`src/rtl/smvs_pkg.sv`:
```
// Shared widths, types and field positions of the mean / variance / stddev block.
package smvs_pkg;

	// sample and set size
	localparam int SAMPLE_W    = 16;
	localparam int MAX_SAMPLES = 1024;
	localparam int CNT_W       = $clog2(MAX_SAMPLES + 1);
	localparam int FRAC_W      = 8;

	// accumulators
	localparam int SUM_W   = SAMPLE_W + CNT_W;
	localparam int MAG_W   = SUM_W - 1;
	localparam int SQ_W    = 2 * SAMPLE_W + CNT_W - 2;
	localparam int SQ_LO_W = 21;
	localparam int SQ_HI_W = SQ_W - SQ_LO_W;

	// result fields
	localparam int MEAN_W = 24;
	localparam int VAR_W  = 38;
	localparam int SD_W   = 23;

	// shared multiplier
	localparam int MUL_W  = 26;
	localparam int PROD_W = 2 * MUL_W;
	localparam int ACC_W  = PROD_W;

	// shared divide / square root unit
	localparam int DVD_W      = ACC_W + FRAC_W;
	localparam int DEN_W      = 2 * CNT_W - 1;
	localparam int ROOT_W     = SD_W;
	localparam int REM_W      = ROOT_W + 2;
	localparam int ALU_W      = REM_W + 3;
	localparam int STEP_W     = $clog2(DVD_W + 1);
	localparam int MEAN_STEPS = MAG_W + FRAC_W;
	localparam int VAR_STEPS  = DVD_W;
	localparam int ROOT_STEPS = ROOT_W;

	// output word layout
	localparam int MEAN_LSB = 0;
	localparam int VAR_LSB  = MEAN_LSB + MEAN_W;
	localparam int SD_LSB   = VAR_LSB + VAR_W;
	localparam int CNT_LSB  = SD_LSB + SD_W;
	localparam int OUT_RAW  = CNT_LSB + CNT_W;
	localparam int OUT_W    = ((OUT_RAW + 7) / 8) * 8;
	localparam int IN_W     = ((SAMPLE_W + 7) / 8) * 8;

	typedef enum logic {
		OP_DIV,
		OP_SQRT
	} op_t;

	typedef struct packed {
		logic              start;
		op_t               op;
		logic [STEP_W-1:0] steps;
	} ds_cmd_t;

	typedef enum logic [3:0] {
		S_IDLE,
		S_ACC,
		S_SQ,
		S_MEAN,
		S_MUL1,
		S_MUL2,
		S_MUL3,
		S_MUL4,
		S_MUL5,
		S_VAR,
		S_ROOT,
		S_OUT
	} state_t;

endpackage

```
`src/rtl/smvs_divsqrt.sv`:
```
// Bit-serial restoring divider and square root sharing one subtract/compare unit.
module smvs_divsqrt import smvs_pkg::*; (
	input  logic              clk,
	input  logic              arst_n,
	input  ds_cmd_t           cmd,
	input  logic [DVD_W-1:0]  operand,
	input  logic [DEN_W-1:0]  divisor,
	output logic              done,
	output logic [DVD_W-1:0]  quotient,
	output logic [ROOT_W-1:0] root
);

	logic              busy_q, done_q;
	op_t               op_q;
	logic [STEP_W-1:0] step_q, last_q;
	logic [DVD_W-1:0]  sh_q;
	logic [REM_W-1:0]  rem_q;
	logic [DEN_W-1:0]  den_q;
	logic [ROOT_W-1:0] root_q;

	logic [ALU_W-1:0]  alu_a, alu_b;
	logic [ALU_W:0]    diff;
	logic              fits;

	// shared subtractor: trial remainder against divisor or root trial
	always_comb begin
		if (op_q == OP_SQRT) begin
			alu_a = {{(ALU_W-REM_W-2){1'b0}}, rem_q, sh_q[DVD_W-1 -: 2]};
			alu_b = {{(ALU_W-ROOT_W-2){1'b0}}, root_q, 2'b01};
		end else begin
			alu_a = {{(ALU_W-DEN_W-1){1'b0}}, rem_q[DEN_W-1:0], sh_q[DVD_W-1]};
			alu_b = {{(ALU_W-DEN_W){1'b0}}, den_q};
		end
		diff = {1'b0, alu_a} - {1'b0, alu_b};
		fits = ~diff[ALU_W];
	end

	// control
	always_ff @(posedge clk or negedge arst_n) begin
		if (!arst_n) begin
			busy_q <= 1'b0;
			done_q <= 1'b0;
			op_q   <= OP_DIV;
			step_q <= '0;
			last_q <= '0;
		end else begin
			done_q <= 1'b0;
			if (cmd.start) begin
				busy_q <= 1'b1;
				op_q   <= cmd.op;
				step_q <= '0;
				last_q <= cmd.steps - 1'b1;
			end else if (busy_q) begin
				step_q <= step_q + 1'b1;
				if (step_q == last_q) begin
					busy_q <= 1'b0;
					done_q <= 1'b1;
				end
			end
		end
	end

	// datapath: one quotient bit or one root bit per cycle
	always_ff @(posedge clk) begin
		if (cmd.start) begin
			sh_q   <= operand;
			den_q  <= divisor;
			rem_q  <= '0;
			root_q <= '0;
		end else if (busy_q) begin
			rem_q <= fits ? diff[REM_W-1:0] : alu_a[REM_W-1:0];
			if (op_q == OP_SQRT) begin
				sh_q   <= {sh_q[DVD_W-3:0], 2'b00};
				root_q <= {root_q[ROOT_W-2:0], fits};
			end else begin
				sh_q <= {sh_q[DVD_W-2:0], fits};
			end
		end
	end

	assign done     = done_q;
	assign quotient = sh_q;
	assign root     = root_q;

endmodule

```
`src/rtl/sample_mean_variance_stddev.sv`:
```
// Top level: sample accumulator, shared multiplier and result sequencer.
//
// Accumulates signed 16-bit samples and, on the word flagged by s_tlast, returns the
// population mean, variance and standard deviation in Q.8 plus the sample count, then
// clears the sums for the next set. Each ordinary sample is taken in S_IDLE and squared
// in S_ACC by the shared 26x26 multiplier (the square is added to the sum of squares
// while the next word is taken). The last sample of a set holds off the input until its
// result is in the output register: the bit-serial divide/square root unit produces
// one bit per cycle (34 for the mean, 60 for the variance, 23 for the root) and four
// multiplier passes form n*sumsq - sum^2 and n^2. A set longer than 1024 samples
// returns overflow in m_tuser with count 1024 and zero statistics. A finished result
// waits in the output register while the next set is already being accumulated.
module sample_mean_variance_stddev import smvs_pkg::*; (
	input  logic             clk,
	input  logic             arst_n,
	input  logic             s_tvalid,
	output logic             s_tready,
	// [15:0] sample
	input  logic [IN_W-1:0]  s_tdata,
	// last_sample
	input  logic             s_tlast,
	output logic             m_tvalid,
	input  logic             m_tready,
	// [23:0] mean_q8, [61:24] variance_q8, [84:62] stddev_q8, [95:85] sample_count
	output logic [OUT_W-1:0] m_tdata,
	// [0] overflow
	output logic             m_tuser
);

	state_t state_q, state_nx;

	logic [SAMPLE_W-1:0] sample_q;
	logic                last_q;
	logic [SUM_W-1:0]    sum_q;
	logic [SQ_W-1:0]     sumsq_q;
	logic [CNT_W-1:0]    cnt_q;
	logic                ovf_q;
	logic                pend_q;
	logic [PROD_W-1:0]   prod_q;
	logic [ACC_W-1:0]    acc_q;
	logic [MEAN_W-1:0]   mean_q;
	logic [VAR_W-1:0]    var_q;
	logic [SD_W-1:0]     sd_q;

	logic                m_tvalid_q;
	logic [OUT_W-1:0]    m_tdata_q;
	logic                m_tuser_q;

	logic                in_acc, out_free, room;
	logic [SAMPLE_W-1:0] sabs;
	logic [SUM_W-1:0]    sum_abs;
	logic [MAG_W-1:0]    mag;
	logic [MUL_W-1:0]    mul_a, mul_b;
	logic [MAG_W+FRAC_W-1:0] m_raw;
	logic [MEAN_W-1:0]   m_clip, mean_nx;
	logic [VAR_W-1:0]    var_nx;
	logic [OUT_W-1:0]    out_word;

	ds_cmd_t             ds_cmd;
	logic [DVD_W-1:0]    ds_operand;
	logic [DEN_W-1:0]    ds_divisor;
	logic                ds_done;
	logic [DVD_W-1:0]    ds_quot;
	logic [ROOT_W-1:0]   ds_root;

	assign in_acc   = s_tvalid && s_tready;
	assign out_free = !m_tvalid_q || m_tready;
	assign room     = cnt_q < CNT_W'(MAX_SAMPLES);

	// magnitudes of the held sample and of the running sum
	always_comb begin
		sabs    = sample_q[SAMPLE_W-1] ? (~sample_q + 1'b1) : sample_q;
		sum_abs = sum_q[SUM_W-1] ? (~sum_q + 1'b1) : sum_q;
		mag     = sum_abs[MAG_W-1:0];
	end

	// mean clamp and sign, variance saturation
	always_comb begin
		m_raw = ds_quot[MAG_W+FRAC_W-1:0];
		if (sum_q[SUM_W-1]) begin
			m_clip  = (m_raw > (MAG_W+FRAC_W)'(2 ** (MEAN_W - 1))) ?
				MEAN_W'(2 ** (MEAN_W - 1)) : m_raw[MEAN_W-1:0];
			mean_nx = ~m_clip + 1'b1;
		end else begin
			m_clip  = (m_raw > (MAG_W+FRAC_W)'(2 ** (MEAN_W - 1) - 1)) ?
				MEAN_W'(2 ** (MEAN_W - 1) - 1) : m_raw[MEAN_W-1:0];
			mean_nx = m_clip;
		end
		var_nx = (ds_quot[DVD_W-1:VAR_W] != '0) ? {VAR_W{1'b1}} : ds_quot[VAR_W-1:0];
	end

	// result word: statistics only for a set that stayed within the count limit
	always_comb begin
		out_word = '0;
		out_word[CNT_LSB +: CNT_W] = cnt_q;
		if (!ovf_q) begin
			out_word[MEAN_LSB +: MEAN_W] = mean_q;
			out_word[VAR_LSB +: VAR_W]   = var_q;
			out_word[SD_LSB +: SD_W]     = sd_q;
		end
	end

	// next state
	always_comb begin
		state_nx = state_q;
		unique case (state_q)
			S_IDLE: if (in_acc) state_nx = S_ACC;
			S_ACC:  state_nx = last_q ? S_SQ : S_IDLE;
			S_SQ:   state_nx = ovf_q ? S_OUT : S_MEAN;
			S_MEAN: if (ds_done) state_nx = S_MUL1;
			S_MUL1: state_nx = S_MUL2;
			S_MUL2: state_nx = S_MUL3;
			S_MUL3: state_nx = S_MUL4;
			S_MUL4: state_nx = S_MUL5;
			S_MUL5: state_nx = S_VAR;
			S_VAR:  if (ds_done) state_nx = S_ROOT;
			S_ROOT: if (ds_done) state_nx = S_OUT;
			S_OUT:  if (out_free) state_nx = S_IDLE;
			default: state_nx = S_IDLE;
		endcase
	end

	// sequencer outputs: multiplier operands and divide / root commands
	always_comb begin
		s_tready   = 1'b0;
		mul_a      = '0;
		mul_b      = '0;
		ds_cmd     = '0;
		ds_operand = '0;
		ds_divisor = '0;
		unique case (state_q)
			S_IDLE: s_tready = 1'b1;
			S_ACC: begin
				mul_a = MUL_W'(sabs);
				mul_b = MUL_W'(sabs);
			end
			S_SQ: begin
				ds_cmd.start = !ovf_q;
				ds_cmd.op    = OP_DIV;
				ds_cmd.steps = STEP_W'(MEAN_STEPS);
				ds_operand   = {mag, {FRAC_W{1'b0}}, {(DVD_W-MEAN_STEPS){1'b0}}};
				ds_divisor   = DEN_W'(cnt_q);
			end
			S_MUL1: begin
				mul_a = MUL_W'(cnt_q);
				mul_b = MUL_W'(sumsq_q[SQ_LO_W-1:0]);
			end
			S_MUL2: begin
				mul_a = MUL_W'(cnt_q);
				mul_b = MUL_W'(sumsq_q[SQ_W-1:SQ_LO_W]);
			end
			S_MUL3: begin
				mul_a = MUL_W'(mag);
				mul_b = MUL_W'(mag);
			end
			S_MUL4: begin
				mul_a = MUL_W'(cnt_q);
				mul_b = MUL_W'(cnt_q);
			end
			S_MUL5: begin
				ds_cmd.start = 1'b1;
				ds_cmd.op    = OP_DIV;
				ds_cmd.steps = STEP_W'(VAR_STEPS);
				ds_operand   = {acc_q, {FRAC_W{1'b0}}};
				ds_divisor   = prod_q[DEN_W-1:0];
			end
			S_VAR: begin
				ds_cmd.start = ds_done;
				ds_cmd.op    = OP_SQRT;
				ds_cmd.steps = STEP_W'(ROOT_STEPS);
				ds_operand   = {var_nx, {FRAC_W{1'b0}}, {(DVD_W-VAR_W-FRAC_W){1'b0}}};
			end
			S_MEAN, S_ROOT, S_OUT: ;
			default: ;
		endcase
	end

	// state and accumulator control
	always_ff @(posedge clk or negedge arst_n) begin
		if (!arst_n) begin
			state_q    <= S_IDLE;
			sum_q      <= '0;
			sumsq_q    <= '0;
			cnt_q      <= '0;
			ovf_q      <= 1'b0;
			pend_q     <= 1'b0;
			m_tvalid_q <= 1'b0;
		end else begin
			state_q <= state_nx;
			// square of the previous sample is added to the sum of squares in the cycle after its multiply
			if (pend_q) begin
				sumsq_q <= sumsq_q + SQ_W'(prod_q);
				pend_q  <= 1'b0;
			end
			if (state_q == S_ACC) begin
				if (room) begin
					sum_q  <= sum_q + {{(SUM_W-SAMPLE_W){sample_q[SAMPLE_W-1]}}, sample_q};
					cnt_q  <= cnt_q + 1'b1;
					pend_q <= 1'b1;
				end else begin
					ovf_q <= 1'b1;
				end
			end
			if (state_q == S_OUT && out_free) begin
				m_tvalid_q <= 1'b1;
				sum_q      <= '0;
				sumsq_q    <= '0;
				cnt_q      <= '0;
				ovf_q      <= 1'b0;
			end else if (m_tready) begin
				m_tvalid_q <= 1'b0;
			end
		end
	end

	// datapath registers
	always_ff @(posedge clk) begin
		prod_q <= mul_a * mul_b;
		if (in_acc) begin
			sample_q <= s_tdata[SAMPLE_W-1:0];
			last_q   <= s_tlast;
		end
		case (state_q)
			S_MEAN: if (ds_done) mean_q <= mean_nx;
			S_MUL2: acc_q <= prod_q;
			S_MUL3: acc_q <= acc_q + {prod_q[ACC_W-SQ_LO_W-1:0], {SQ_LO_W{1'b0}}};
			S_MUL4: acc_q <= acc_q - prod_q;
			S_VAR:  if (ds_done) var_q <= var_nx;
			S_ROOT: if (ds_done) sd_q <= ds_root;
			default: ;
		endcase
		if (state_q == S_OUT && out_free) begin
			m_tdata_q <= out_word;
			m_tuser_q <= ovf_q;
		end
	end

	smvs_divsqrt u_divsqrt (
		.clk      (clk),
		.arst_n   (arst_n),
		.cmd      (ds_cmd),
		.operand  (ds_operand),
		.divisor  (ds_divisor),
		.done     (ds_done),
		.quotient (ds_quot),
		.root     (ds_root)
	);

	assign m_tvalid = m_tvalid_q;
	assign m_tdata  = m_tdata_q;
	assign m_tuser  = m_tuser_q;

endmodule

```
`config.mk`:
```
export PLATFORM = sky130hd
export DESIGN_NAME = sample_mean_variance_stddev
export DESIGN_NICKNAME = d
export VERILOG_FILES = /design/src/rtl/smvs_pkg.sv /design/src/rtl/smvs_divsqrt.sv /design/src/rtl/sample_mean_variance_stddev.sv
export SDC_FILE = /design/constraint.sdc
export NUM_CORES = 2
export LEC_CHECK = 0
export ABC_AREA = 1
export BUFFER_PORTS_ARGS = -buffer_cell sky130_fd_sc_hd__buf_2
export CAP_MARGIN = 10
export CORE_MARGIN = 4
export CORE_UTILIZATION = 50
export DETAILED_ROUTE_END_ITERATION = 7
export PLACE_DENSITY = 0.72
export SLEW_MARGIN = 20
export SYNTH_ARGS = -nofsm -noshare
export SYNTH_HDL_FRONTEND = slang
export SYNTH_HIERARCHICAL = 1
export SYNTH_SLANG_ARGS = --single-unit
```
`constraint.sdc`:
```
create_clock -name clk -period 7.03 [get_ports clk]
set_clock_uncertainty 0.15 [all_clocks]
set_input_delay 1.0545 -clock clk [delete_from_list [all_inputs] [get_ports clk]]
set_output_delay 1.0545 -clock clk [all_outputs]
set_load 0.005 [all_outputs]
```
# Yosys cells after proc, flatten, opt, wreduce, memory -nomap -nowiden

Cells that the tools add are included.

Flip-flop bits (word level): 533

Add/sub/neg operators: 11
Multipliers: 1
Order comparisons: 3
Eq/ne operators: 18
Muxes and demuxes: 50
Bitwise operators: 4
Reductions and logical operators: 21

Operator list:

| kind                                                             | number |
|---|---|
| 2-to-1 mux 60 bit                                                | 3 |
| one-hot mux 60 bit (3 select lines)                              | 1 |
| one-hot mux 52 bit (3 select lines)                              | 1 |
| one-hot mux 26 bit (5 select lines)                              | 1 |
| 2-to-1 mux 27 bit                                                | 4 |
| 2-to-1 mux 41 bit                                                | 2 |
| one-hot mux 26 bit (3 select lines)                              | 1 |
| 2-to-1 mux 24 bit                                                | 3 |
| adder 52 bit                                                     | 1 |
| multiplier 26 x 26 -> 52 bit                                     | 1 |
| subtractor 52 bit                                                | 1 |
| 2-to-1 mux 25 bit                                                | 2 |
| one-hot mux 4 bit (12 select lines)                              | 1 |
| one-hot mux 21 bit (2 select lines)                              | 1 |
| adder 41 bit                                                     | 1 |
| 2-to-1 mux 38 bit                                                | 1 |
| greater-than comparator 34 x 23 -> 1 bit (second input constant) | 1 |
| greater-than comparator 34 x 24 -> 1 bit (second input constant) | 1 |
| 2-to-1 mux 11 bit                                                | 3 |
| subtractor 28 x 25 -> 29 bit                                     | 1 |
| adder 27 bit                                                     | 1 |
| adder 26 x 1 -> 26 bit (second input constant)                   | 1 |
| 2-to-1 mux 26 bit                                                | 1 |
| NOT 26 bit                                                       | 1 |
| other kinds (32)                                                 | 73 |

# Logic depth before layout (Yosys ltp)

Depth in word-level cells: 6
Gate-level depth with buffers: 41
Depth with buffers taken out: 40

# Cells and area by module

The synthesis kept the hierarchy.

Modules (own cells, without submodules):

| module                      | times used | cells each | area an instance (sq um) | sequential area each (sq um) |
|---|---|---|---|---|
| sample_mean_variance_stddev | 1          | 6482       | 49274.8                  | 10730.3 |
| smvs_divsqrt                | 1          | 1154       | 8748.4                   | 3768.6 |

# Worst setup path after synthesis

Ideal clock, no wire load.

Path type: reg-to-reg
From: register sample_q[1]
To: register prod_q[39]
Library setup time: 0.072 ns
Arrival time: 7.218 ns
Data required time: 6.808 ns
Slack: -0.409 ns
Cell stages (with the launch flop): 39
Cell sequence: edfxtp_1 inv_1 ha_1 inv_1 nor3_2 nand3_1 nor2_1 nand2_1 nand2_1 a21oi_1 o21ai_1 nand2_1 a21oi_2 inv_1 buf_2 nand2_1 inv_1 fa_1 [3 not listed] fa_1 fa_1 fa_1 fa_1 inv_1 fa_1 inv_1 ha_1 clkbuf_1 nand2_1 nor2_1 inv_1 nor2_1 nand3_1 o21ai_0 nand2_1 nand2_1 xor2_1

Cells in the longest elaborated chain, start to end: 5
Elaborated cells between the ends (all ways): 6

Ends and longest elaborated chain:

| what                                                                                              | line                               | RTL |
|---|---|---|
| from (decl)                                                                                       | sample_mean_variance_stddev.sv:32  | `logic [SAMPLE_W-1:0] sample_q;` |
| from (signal assigned)                                                                            | sample_mean_variance_stddev.sv:220 | `sample_q <= s_tdata[SAMPLE_W-1:0];` |
| NOT 16 bit                                                                                        | sample_mean_variance_stddev.sv:72  | `sabs = sample_q[SAMPLE_W-1] ? (~sample_q + 1'b1) : sample_q;` |
| adder 16 x 1 -> 16 bit                                                                            | sample_mean_variance_stddev.sv:72  |  |
| 2-to-1 mux 16 bit *                                                                               | sample_mean_variance_stddev.sv:72  |  |
| one-hot mux 26 bit (5 select lines) / one-hot mux 26 bit (3 select lines) (equally long branches) | sample_mean_variance_stddev.sv:131 | `unique case (state_q)` |
| multiplier 26 x 26 -> 52 bit *                                                                    | sample_mean_variance_stddev.sv:218 | `prod_q <= mul_a * mul_b;` |
| to (signal assigned)                                                                              | sample_mean_variance_stddev.sv:218 |  |
| to (decl)                                                                                         | sample_mean_variance_stddev.sv:39  | `logic [PROD_W-1:0] prod_q;` |

Mark *: on every way between the ends. The rest lies on a longest branch, timed or not.
A chain may end at the register's enable or synchronous reset.

# Worst setup path in the final report

From: register sum_q[0]
To: register prod_q[50]

Cells in the longest elaborated chain, start to end: 5
Elaborated cells between the ends (all ways): 6

Ends and longest elaborated chain:

| what                                                                                              | line                               | RTL |
|---|---|---|
| from (decl)                                                                                       | sample_mean_variance_stddev.sv:34  | `logic [SUM_W-1:0] sum_q;` |
| from (signal assigned)                                                                            | sample_mean_variance_stddev.sv:197 | `sum_q <= sum_q + {{(SUM_W-SAMPLE_W){sample_q[SAMPLE_W-1]}}, sample_q};` |
| NOT 26 bit                                                                                        | sample_mean_variance_stddev.sv:73  | `sum_abs = sum_q[SUM_W-1] ? (~sum_q + 1'b1) : sum_q;` |
| adder 26 x 1 -> 26 bit                                                                            | sample_mean_variance_stddev.sv:73  |  |
| 2-to-1 mux 26 bit *                                                                               | sample_mean_variance_stddev.sv:73  |  |
| one-hot mux 26 bit (5 select lines) / one-hot mux 26 bit (3 select lines) (equally long branches) | sample_mean_variance_stddev.sv:131 |  |
| multiplier 26 x 26 -> 52 bit *                                                                    | sample_mean_variance_stddev.sv:218 |  |

Marks and branches as above.

==> run metrics <==
status complete, but fails checks; failing checks negative setup slack; most frequent CP cell fa_1; clock sinks about 530; Worst slew margin between 20% and 30%; antenna violations before repair 10; Final Max Slew Viols 0; Max Clk Rate around 0.13 GHz; layout cells sized above 1 around a fifth; fillers 9952; peak supply drop approximately 400 uV; Max Fanout on Critical Path 4; routed via count around 55000; global-route wire length before repair ~320 mm; DIE WIDTH around 350 um; I/O pin count 120; number of enable flip-flop cells after synthesis around 330; synth warn 6; DP Wirelength around 170 mm; Yosys cell types 75; startpoint types flop; Max clock buf depth 3; vias in the first global route between 50000 and 60000; RSZ-0062 raised after global routing yes; CP Data Arrival Time between 8 and 9 ns; clock root cell clkbuf_16; Synth Instances approximately 7600; Slowest-stage cell, CP fa_1; most frequent cells in the layout 1573 x inv_1, 1509 x nand2_1, 726 x nor2_1, 643 x buf_4, 549 x fa_1; final WL approximately 220 mm; nets 9369; mean routed wirelength per cell ~22 um; Total Routing Usage GR roughly a third; total gr overflow 0; setup TNS -19.52 ns; P_leak 0.0352 uW; Seq cells post-synth around 530; Post-CTS Hold Fix Bufs 0; Hold Vio Cnt, Final 0; fin area roughly 0.07 mm2; Clock Latency Late Sink 0.71 ns; Residual DRC 0; Pwr per Cell Area around 340 mW/mm2; Crit Reg-Reg Startpoint sum_q[0]; Worst setup startpoint sum_q[0]; Slew @ Worst Pin between 1 and 1.5 ns; final worst slack -0.673 ns; final hold slack about 0.20 ns; post-synthesis sequential area ratio about 25%; commonest non-fill, non-tap cell in the layout inv_1; CTS tree built; area grow syn2layout 23.3%; Initial Util approximately half; DR iter-0 viols 5312; die height 349 um; Main synth FF type edfxtp_1; Die Area 0.122 mm2; minimum clock period 7.70 ns; worst r2r path cells 34; Cell Area, Placed roughly 0.066 mm2; CP max stage delay a little over 0.6 ns; Mean Syn Cell Area between 7 and 8 um2; drt pass-1 iters 8; crit share post-route 110%; row cnt approximately 120; largest net degree at the start of global routing 90; via density per instance ~5.5; Worst-path clk slew 0.07 ns; H-tree lvl count 2; max cap viols 0; area of the core ~0.11 mm2; cts bufs inserted 61; endpoint class of the critical path flop; mapped cell area just under 0.06 mm2; routability cong. between 1 and 1.5; IO buf count around 120; Reg2Reg Setup Slack -0.67 ns; Power, Total approximately 24000 uW; Synth async-reset ratio 18.9%; Worst EP required roughly 7.4 ns; Final setup viols 39; DRT antenna net count 0; Util after Layout between 60% and 70%; WS Path Type flop to flop; worst hold-check path type primary input to async pin
## registers in the layout, summed over array words and instances, names as in the netlist, 4 cells and up
register and flops:
var_q 38, m_tdata 96, sample_q 16, sumsq_q 41, u_divsqrt/rem_q 25, state_q 4
cnt_q 11, u_divsqrt/quotient 60, mean_q 24, u_divsqrt/last_q 6, u_divsqrt/den_q 21, acc_q 52
prod_q 52, sd_q 23, u_divsqrt/root 23, u_divsqrt/step_q 6, sum_q 27
## cells in the mapped netlist, types with 79 or more instances
cell type / instances / area [um2]
nor2_1: 827 / 3100
buf_2: 79 / 395
dfrtp_1: 101 / 2530
nand3_1: 261 / 1310
inv_1: 1686 / 6330
clkbuf_1: 96 / 360
o21ai_0: 399 / 2000
ha_1: 369 / 4620
nand2_1: 1626 / 6100
edfxtp_1: 332 / 9970
fa_1: 579 / 11600
a21oi_1: 374 / 1870
dfxtp_1: 100 / 2000
## power breakdown
group / total [uW] / leakage, uW / internal [uW] / switching, uW
clock: 3480 / 0.00107 / 2010 / 1470
sequential: 5430 / 0.00522 / 4470 / 952
combinational: 15200 / 0.0289 / 5550 / 9640
total: 24100 / 0.0352 / 12000 / 12100
## kinds of logic after synthesis
family,Yosys count,synth area share [%]
and+or+nand+nor,2975,21.1
buffers and inverters,1943,12.9
AOI/OAI and AO/OA,1121,11.2
adders and majority gates,948,27.9
DFF,533,25.0
xor gates and xnor gates,115,1.83
other,1,0.00646
## final timing paths
check	end
worst max-delay path	prod_q[50]
worst min-delay path	sum_q[25]
worst max register to register	prod_q[50]
worst min register to register	u_divsqrt/rem_q[21]
max in group asynchronous	ovf_q
min in group clk	u_divsqrt/rem_q[21]
## final cells by class
cell class,instances,area (um2),share of cell area [%]
clock inverters,37,485,0.679
repair buffers,892,7530,10.5
diodes,7,17.5,0.0245
multi-input cells,5168,38700,54.2
inverters,1742,6610,9.25
clock buffers,79,1710,2.40
well taps,1512,1890,2.65
flip-flops and latches,533,14500,20.3
repair inverters,2,15.0,0.0210
## metrics by stage
step / worst slack [ns] / instances
finish: -0.673 / 9972
global route: -0.962 / 9965
CTS: -0.473 / 9915
detailed placement: -0.974 / 9721
global placement: -0.904 / 9721
floorplan: 0.00286 / 7643
## timing repair
| item | in CTS | in global routing |
|---|---|---|
| gates cloned | 8 | 2 |
| buffers inserted | 73 | 51 |
| resized for setup | 422 | 308 |
| setup endpoints to repair | 41 | 41 |
| pin swaps | 129 | 167 |
## critical path: cells and delay by family, from the launching register on
family	cells	cell delay (ns)
adders and majority gates	9	4.02
and+or+nand+nor	11	1.12
buffers and inverters	9	0.91
AOI/OAI and AO/OA	3	0.61
DFF	1	0.39
xor gates and xnor gates	2	0.32
## layer usage
layer,routed length (um),track usage (%),vias to the layer above
met1,85300,45.5,26500
met5,76,0,-
met2,96600,55.8,2748
li1,-,-,25400
met4,13100,16.9,12
met3,21200,6.98,617
(Power assumes the default switching activity.)
